==> config.mk <==
export PLATFORM = sky130hd
export DESIGN_NAME = mwc_lag3_mixed_random_generator
export DESIGN_NICKNAME = d
export VERILOG_FILES = /design/src/sv/mwc_pkg.sv /design/src/sv/mwc_lag3_mixed_random_generator.sv /design/src/sv/mwc_mul.sv
export SDC_FILE = /design/constraint.sdc
export NUM_CORES = 2
export LEC_CHECK = 0
export BUFFER_PORTS_ARGS = -buffer_cell sky130_fd_sc_hd__buf_2
export CAP_MARGIN = 10
export CORE_ASPECT_RATIO = 0.75
export CORE_UTILIZATION = 40
export DETAILED_ROUTE_END_ITERATION = 16
export SETUP_SLACK_MARGIN = 0.4
export SYNTH_ARGS = -nofsm -noshare
export SYNTH_HDL_FRONTEND = slang
export SYNTH_SLANG_ARGS = --single-unit
==> constraint.sdc <==
create_clock -name clk_i -period 10.85 [get_ports clk_i]
set_input_delay 3.255 -clock clk_i [delete_from_list [all_inputs] [get_ports clk_i]]
set_output_delay 3.255 -clock clk_i [all_outputs]
set_load 0.01 [all_outputs]
==> src/sv/mwc_pkg.sv <==
`timescale 1ns / 1ps
`default_nettype none
// ----------------------------------------------------------------------------
// Lag-3 multiply-with-carry generator: shared definitions
// Operation codes, state word indexes and the fixed multipliers and offsets
// of the generator, the mixer and the seeding LCG.
// ----------------------------------------------------------------------------
package mwc_pkg;

  typedef enum logic [1:0] {
    OP_DRAW   = 2'd0,
    OP_RESEED = 2'd1,
    OP_WRITE  = 2'd2,
    OP_READ   = 2'd3
  } opcode_e;

  typedef enum logic [1:0] {
    IDX_OLDEST = 2'd0,
    IDX_MIDDLE = 2'd1,
    IDX_NEWEST = 2'd2,
    IDX_CARRY  = 2'd3
  } word_index_e;

  localparam int unsigned WORD_W     = 32;
  localparam int unsigned PROD_W     = 2 * WORD_W;
  localparam int unsigned WARMUP_DEF = 13;

  localparam logic [WORD_W-1:0] MWC_MUL  = 32'd4293666429;
  localparam logic [WORD_W-1:0] MIX_HI   = 32'd4078645709;
  localparam logic [WORD_W-1:0] MIX_LO   = 32'd3580663381;
  localparam logic [WORD_W-1:0] SEED_MUL = 32'd3571494541;
  localparam logic [WORD_W-1:0] SEED_ADD = 32'd3753453877;

  localparam int unsigned SEED_VALS  = 5;
  localparam logic [5:0]  SEED_GUARD = 6'd63;

endpackage
`default_nettype wire

==> src/sv/mwc_lag3_mixed_random_generator.sv <==
`timescale 1ns / 1ps
`default_nettype none
// ----------------------------------------------------------------------------
// Lag-3 multiply-with-carry random generator with mixed 64-bit output
// Sequencer around one shared 32x32 multiplier: draws, reseeding with
// warm-up, and single state word writes and reads.
// ----------------------------------------------------------------------------
//   Channel   Handshake               Word
//   command   start / busy            opcode_i, data_value_i, word_index_i
//   result    result_valid_o strobe   random_value_o, state_word_o
//
// A draw runs through S_DRAW_UPD, S_MIX_HI, S_MIX_LO and S_MIX_SUM before the
// next command can be accepted; it uses three registered products on the
// shared multiplier. State writes and reads leave the block idle; their result
// word comes in the cycle after acceptance. A reseed runs S_LCG_ADD, S_LCG_MUL,
// S_LCG_ACC per LCG step (at least 5 steps), then 13 warm-up draws by default.
// After reset the block seeds itself with zero in the same way, busy high,
// and gives no result for it. The receiver cannot stall: a result word is on
// the result ports for exactly one cycle.
// ----------------------------------------------------------------------------
module mwc_lag3_mixed_random_generator #(
  parameter int unsigned WarmupDraws = mwc_pkg::WARMUP_DEF
) (
  input  wire logic        clk_i,
  input  wire logic        rst_ni,
  input  wire logic        start,
  output logic             busy,
  input  wire logic [1:0]  opcode_i,
  input  wire logic [31:0] data_value_i,
  input  wire logic [1:0]  word_index_i,
  output logic             result_valid_o,
  output logic [63:0]      random_value_o,
  output logic [31:0]      state_word_o
);

  localparam int unsigned WarmW = (WarmupDraws > 0) ? $clog2(WarmupDraws + 1) : 1;

  typedef enum logic [3:0] {
    S_IDLE,
    S_DRAW_UPD,
    S_MIX_HI,
    S_MIX_LO,
    S_MIX_SUM,
    S_LCG_ADD,
    S_LCG_MUL,
    S_LCG_ACC,
    S_WARM_MUL,
    S_WARM_UPD
  } state_e;

  state_e       state_q;
  logic [31:0]  oldest_q, middle_q, newest_q, carry_q;
  logic [31:0]  seed_q, lcg_q;
  logic [2:0]   prog_q;
  logic [5:0]   guard_q;
  logic [WarmW-1:0] warm_q;
  logic         reply_q;
  logic         valid_q;
  logic [63:0]  random_q;
  logic [31:0]  word_q;

  logic [63:0]  p1_q;
  logic [31:0]  sum_q;

  logic [31:0]  mul_a, mul_b;
  logic [63:0]  prod;
  logic [63:0]  x_d;
  logic [31:0]  lcg_d;
  logic         accept;
  logic         seed_done;

  mwc_mul u_mul (
    .clk_i (clk_i),
    .a_i   (mul_a),
    .b_i   (mul_b),
    .p_o   (prod)
  );

  always_comb begin
    mul_a = oldest_q;
    mul_b = mwc_pkg::MWC_MUL;
    unique case (state_q)
      S_MIX_HI: begin
        mul_a = carry_q;
        mul_b = mwc_pkg::MIX_HI;
      end
      S_MIX_LO: begin
        mul_a = newest_q;
        mul_b = mwc_pkg::MIX_LO;
      end
      S_LCG_MUL: begin
        mul_a = sum_q;
        mul_b = mwc_pkg::SEED_MUL;
      end
      default: begin
        mul_a = oldest_q;
        mul_b = mwc_pkg::MWC_MUL;
      end
    endcase
  end

  assign accept    = start && (state_q == S_IDLE);
  assign busy      = (state_q != S_IDLE);
  assign x_d       = prod + {32'd0, carry_q};
  assign lcg_d     = prod[31:0] + mwc_pkg::SEED_ADD;
  assign seed_done = ((lcg_d[30:0] != 31'd0) && (prog_q == 3'(mwc_pkg::SEED_VALS - 1)))
                     || (guard_q == mwc_pkg::SEED_GUARD);

  always_ff @(posedge clk_i) begin
    if (state_q == S_MIX_LO) begin
      p1_q <= prod;
    end
    if (state_q == S_LCG_ADD) begin
      sum_q <= lcg_q + seed_q;
    end
  end

  always_ff @(posedge clk_i or negedge rst_ni) begin
    if (!rst_ni) begin
      state_q  <= S_LCG_ADD;
      oldest_q <= '0;
      middle_q <= '0;
      newest_q <= '0;
      carry_q  <= '0;
      seed_q   <= '0;
      lcg_q    <= mwc_pkg::SEED_ADD;
      prog_q   <= '0;
      guard_q  <= '0;
      warm_q   <= '0;
      reply_q  <= 1'b0;
      valid_q  <= 1'b0;
      random_q <= '0;
      word_q   <= '0;
    end else begin
      valid_q  <= 1'b0;
      random_q <= '0;
      word_q   <= '0;
      unique case (state_q)
        S_IDLE: begin
          if (accept) begin
            unique case (mwc_pkg::opcode_e'(opcode_i))
              mwc_pkg::OP_DRAW: begin
                state_q <= S_DRAW_UPD;
              end
              mwc_pkg::OP_RESEED: begin
                seed_q   <= data_value_i;
                lcg_q    <= mwc_pkg::SEED_ADD;
                prog_q   <= '0;
                guard_q  <= '0;
                oldest_q <= '0;
                middle_q <= '0;
                newest_q <= '0;
                carry_q  <= '0;
                reply_q  <= 1'b1;
                state_q  <= S_LCG_ADD;
              end
              mwc_pkg::OP_WRITE: begin
                valid_q <= 1'b1;
                unique case (mwc_pkg::word_index_e'(word_index_i))
                  mwc_pkg::IDX_OLDEST: oldest_q <= data_value_i;
                  mwc_pkg::IDX_MIDDLE: middle_q <= data_value_i;
                  mwc_pkg::IDX_NEWEST: newest_q <= data_value_i;
                  mwc_pkg::IDX_CARRY:  carry_q  <= data_value_i;
                  default:             carry_q  <= data_value_i;
                endcase
              end
              mwc_pkg::OP_READ: begin
                valid_q <= 1'b1;
                unique case (mwc_pkg::word_index_e'(word_index_i))
                  mwc_pkg::IDX_OLDEST: word_q <= oldest_q;
                  mwc_pkg::IDX_MIDDLE: word_q <= middle_q;
                  mwc_pkg::IDX_NEWEST: word_q <= newest_q;
                  mwc_pkg::IDX_CARRY:  word_q <= carry_q;
                  default:             word_q <= carry_q;
                endcase
              end
              default: state_q <= S_IDLE;
            endcase
          end
        end
        S_DRAW_UPD, S_WARM_UPD: begin
          oldest_q <= middle_q;
          middle_q <= newest_q;
          newest_q <= x_d[31:0];
          carry_q  <= x_d[63:32];
          if (state_q == S_DRAW_UPD) begin
            state_q <= S_MIX_HI;
          end else if (warm_q == WarmW'(1)) begin
            valid_q <= reply_q;
            state_q <= S_IDLE;
          end else begin
            warm_q  <= warm_q - WarmW'(1);
            state_q <= S_WARM_MUL;
          end
        end
        S_MIX_HI: begin
          state_q <= S_MIX_LO;
        end
        S_MIX_LO: begin
          state_q <= S_MIX_SUM;
        end
        S_MIX_SUM: begin
          random_q <= p1_q + {prod[31:0], prod[63:32]};
          valid_q  <= 1'b1;
          state_q  <= S_IDLE;
        end
        S_LCG_ADD: begin
          state_q <= S_LCG_MUL;
        end
        S_LCG_MUL: begin
          state_q <= S_LCG_ACC;
        end
        S_LCG_ACC: begin
          lcg_q   <= lcg_d;
          guard_q <= guard_q + 6'd1;
          if (lcg_d[30:0] != 31'd0) begin
            case (prog_q)
              3'd1:    carry_q  <= {1'b0, lcg_d[30:0]};
              3'd2:    newest_q <= {1'b0, lcg_d[30:0]};
              3'd3:    middle_q <= {1'b0, lcg_d[30:0]};
              3'd4:    oldest_q <= {1'b0, lcg_d[30:0]};
              default: ;
            endcase
          end
          if (seed_done) begin
            prog_q <= '0;
            if (WarmupDraws == 0) begin
              valid_q <= reply_q;
              state_q <= S_IDLE;
            end else begin
              warm_q  <= WarmW'(WarmupDraws);
              state_q <= S_WARM_MUL;
            end
          end else begin
            if (lcg_d[30:0] != 31'd0) begin
              prog_q <= prog_q + 3'd1;
            end
            state_q <= S_LCG_ADD;
          end
        end
        S_WARM_MUL: begin
          state_q <= S_WARM_UPD;
        end
        default: state_q <= S_IDLE;
      endcase
    end
  end

  assign result_valid_o = valid_q;
  assign random_value_o = random_q;
  assign state_word_o   = word_q;

  a_valid_when_idle: assert property (@(posedge clk_i) disable iff (!rst_ni)
    result_valid_o |-> !busy)
    else $error("result word shown while busy");

  a_one_field_used: assert property (@(posedge clk_i) disable iff (!rst_ni)
    result_valid_o |-> (random_value_o == 64'd0 || state_word_o == 32'd0))
    else $error("both result fields nonzero");

  a_access_replies: assert property (@(posedge clk_i) disable iff (!rst_ni)
    (start && !busy && (opcode_i == mwc_pkg::OP_WRITE || opcode_i == mwc_pkg::OP_READ))
    |=> (result_valid_o && !busy))
    else $error("state access gave no result word");

  a_draw_busy: assert property (@(posedge clk_i) disable iff (!rst_ni)
    (start && !busy && opcode_i == mwc_pkg::OP_DRAW) |=> (busy && !result_valid_o))
    else $error("draw did not hold the block busy");

endmodule
`default_nettype wire

==> src/sv/mwc_mul.sv <==
`timescale 1ns / 1ps
`default_nettype none
// ----------------------------------------------------------------------------
// Shared 32x32 multiplier
// Unsigned full-width product, registered; the product of the operands
// presented in one cycle is available in the next.
// ----------------------------------------------------------------------------
module mwc_mul (
  input  wire logic                        clk_i,
  input  wire logic [mwc_pkg::WORD_W-1:0]  a_i,
  input  wire logic [mwc_pkg::WORD_W-1:0]  b_i,
  output logic      [mwc_pkg::PROD_W-1:0]  p_o
);

  logic [mwc_pkg::PROD_W-1:0] p_q;
  logic [mwc_pkg::PROD_W-1:0] p_d;

  assign p_d = mwc_pkg::PROD_W'(a_i) * mwc_pkg::PROD_W'(b_i);

  always_ff @(posedge clk_i) begin
    p_q <= p_d;
  end

  assign p_o = p_q;

endmodule
`default_nettype wire
==> run_results.csv <==
group,metric,value,unit
die,io_pins,137,
yosys,yosysSeqAreaShare,0.223,
yosys,synth_warnings,0,
placed_design,dp_hpwl,170000,µm
timing,setup_viol,0,
worst_setup_path,r2r_cells,31,
timing,finClkSkew,0.0403,ns
yosys,synth_nets,6896,
worst_setup_path,cp-end-kind,"flip-flop",
timing,finalMaxSlewViolations,0,
die,dieArea,0.134,mm²
min_path,holdCritPathClass,"reg2reg",
min_path,whs_path_depth,1,
global_route,grt_max_degree,156,
placed_design,io_buffers,136,
global_route,grt_pass1_wl,289000,µm
yosys,synth_async_sr_flop_share,0.657,
timing,fin_crit_sh,0.944,
yosys,synth_ff_type,"dfrtp_1",
worst_setup_path,arrival,10.75,ns
finish,regArea,0.0119,mm²
die,die_w,423,µm
worst_setup_path,start_kind,"flip-flop",
timing,worst_slew_pin_slew,1.22,ns
timing,slew-limit-headroom,0.183,
global_route,antenna_found_initial,5,
worst_setup_path,reg2reg_to,"u_mul.p_o[62]",
placed_design,routabilityCongestion,1.02,
detailed_routing,antenna_left,0,
timing,tns,0,ns
global_route,gr-total-overflow,0,
cts,cts_root_buf,"clkbuf_16",
timing,fmax,0.0977,GHz
timing,final-hold-violation-count,0,
worst_setup_path,reg2reg_from,"state_q[3]",
cts,clkLatencyLatePin,0.64,ns
cts,cts_tree,"done",
yosys,synth-edff-count,96,
finish,nets,7060,
yosys,synth_commonest_cells,"1060 x inv_1, 782 x fa_1, 679 x nand2_1",
worst_setup_path,cpMaxStageDelayCell,"fa_1",
cts,clkSinkCount,467,
outcome,status,"completed",
worst_setup_path,reg2reg_slack,0.61,ns
yosys,synth_cells,5599,
worst_setup_path,critical_path_buf_inv_count,5,
detailed_routing,firstDrtPassIters,7,
die,core-area,0.132,mm²
run,drv_cap,0,
yosys,synth.distinct_cells,87,
yosys,synth.most_common_cell,"inv_1",
min_path,min_from,"lcg_q[10]",
global_route,grt_pass1_vias,41600,
worst_setup_path,slowest_delay,0.63,ns
yosys,yosysTopAreaCellShare,0.294,
timing,period_needed,10.24,ns
yosys,synthTopCellsByArea,"fa_1 29%, dfrtp_1 13%, ha_1 11%",
timing,grt_setup_unrepaired,"true",
detailed_routing,vias_per_cell,5.48,
die,start_util,0.404,
finish,drive_gt1_frac,0.0846,
cts,cts_made_buffers,49,
detailed_routing,drt_iter0_markers,4322,
yosys,syn_avg_cell_area,9.50,µm²
detailed_routing,drc,0,
die,dieHeight,318,µm
finish,syn2layout_area_growth,9.89,%
die,num_rows,115,
global_route,grt_usage,0.296,
worst_setup_path,critPathMaxFanout,15,
cts,h-tree-depth,2,
detailed_routing,wl,198000,µm
worst_setup_path,cp_common_cell,"fa_1",
worst_setup_path,critPathTopFamily,"adder cells",
min_path,hold-path-endpoint,"lcg_q[10]",
finish,multi_input_area,0.0369,mm²
yosys,netlist.top_cell.by_area,"fa_1",
yosys,syn_area,0.0532,mm²
cts,clock_path_buffers,3,
finish,fill_cells,12900,
detailed_routing,detail_route.wl_per_cell,26.2,µm
detailed_routing,vias,41400,
cts,clkSlewWorstSetupHoldPaths,0.06,ns
worst_setup_path,path_class,"reg2reg",
yosys,synth_seq_cells,467,
worst_setup_path,required,11.37,ns
worst register-to-register path, delay by kind of cell, from the launching register on:
family          cells  cell delay, ns
flops               1            0.47
fa+ha+maj           9            4.25
xor+xnor            1            0.12
simple gates       10            3.04
compound gates      6            1.20
buf+inv             5            1.05
flip-flops by register name (all words and copies together) (netlist names), 4 cells and up:
| name | cells |
|---|---|
| state_q | 4 |
| carry_q | 32 |
| sum_q | 32 |
| u_mul.p_o | 64 |
| warm_q | 4 |
| middle_q | 32 |
| random_value_o | 64 |
| p1_q | 64 |
| seed_q | 32 |
| lcg_q | 32 |
| oldest_q | 32 |
| state_word_o | 32 |
| guard_q | 6 |
| newest_q | 32 |
cell usage in the layout, fill, tap and decap left out, drive strengths merged, types with 20 or more instances in the layout:
cell type / n
ha: 476
clkbuf: 69
nor2: 314
nand2b: 38
nand2: 679
a21oi: 341
and2: 20
o21ai: 288
and3: 41
dfstp: 21
o21a: 26
dfxtp: 64
mux4: 32
fa: 782
nand4: 54
a31oi: 26
dfrtp: 286
a21o: 131
edfxtp: 96
inv: 1066
xnor2: 178
nor3: 43
nand3: 47
xor2: 75
o21bai: 40
nor2b: 67
buf: 268
stage by stage:
step	cell area, µm²	utilization	std cells	hold WS, ns	worst slack [ns]
after floorplan	53200	-	5599	0.432	0.763
after global placement	56500	0.429	7456	0.465	0.470
after detailed placement	56500	0.429	7456	0.474	0.439
after CTS	58200	0.443	7548	0.487	0.433
after global routing	58400	0.444	7559	0.511	0.370
final	58400	0.444	7561	0.487	0.613
how the worst max path moves through the flow:
| stage | start | end | cells after the start |
|---|---|---|---|
| detailed placement | state_q[3] | u_mul.p_o[59] | 35 |
| finish | state_q[3] | u_mul.p_o[62] | 31 |
| floorplan | state_q[3] | u_mul.p_o[59] | 33 |
| global route | state_q[3] | u_mul.p_o[63] | 36 |
| global placement | state_q[3] | u_mul.p_o[59] | 35 |
| CTS | state_q[3] | u_mul.p_o[59] | 35 |
cell type report:
class	count	area share
Clock inverter	24	0.00456
Timing Repair Buffer	269	0.0298
Sequential cell	467	0.203
Multi-Input combinational cell	3911	0.631
Antenna cell	2	0.0000856
Inverter	1065	0.0686
Clock buffer	68	0.0250
Tap cell	1755	0.0376
cell families (layout without fill, tap and decap cells):
group                    after synthesis  in the layout  share of synthesized area
XOR/XNOR                             253            253                     0.0417
multiplexers                          39             39                     0.0149
other                                  0              2                          0
buffers and inverters               1222           1426                     0.0868
AO/OA/AOI/OAI                        988            988                      0.113
flip-flops                           467            467                      0.223
adder cells (fa/ha/maj)             1258           1258                      0.406
AND/OR/NAND/NOR                     1372           1373                      0.114
what timing repair did:
item,in CTS,in global routing
hold buffers,0,0
gates resized for setup,0,49
setup buffers,0,8
endpoints found under the setup margin,0,14
per-layer routing:
| layer | vias to the layer above | part of all wire | global-route usage |
|---|---|---|---|
| met5 | - | 0 | 0 |
| met4 | 0 | 0.034 | 0.0841 |
| met2 | 1940 | 0.41 | 0.418 |
| li1 | 18300 | - | - |
| met3 | 266 | 0.11 | 0.0811 |
| met1 | 20900 | 0.45 | 0.442 |
Power is not shown: default switching activity piles up to over one toggle a cycle in this logic, so the estimate is an artifact.
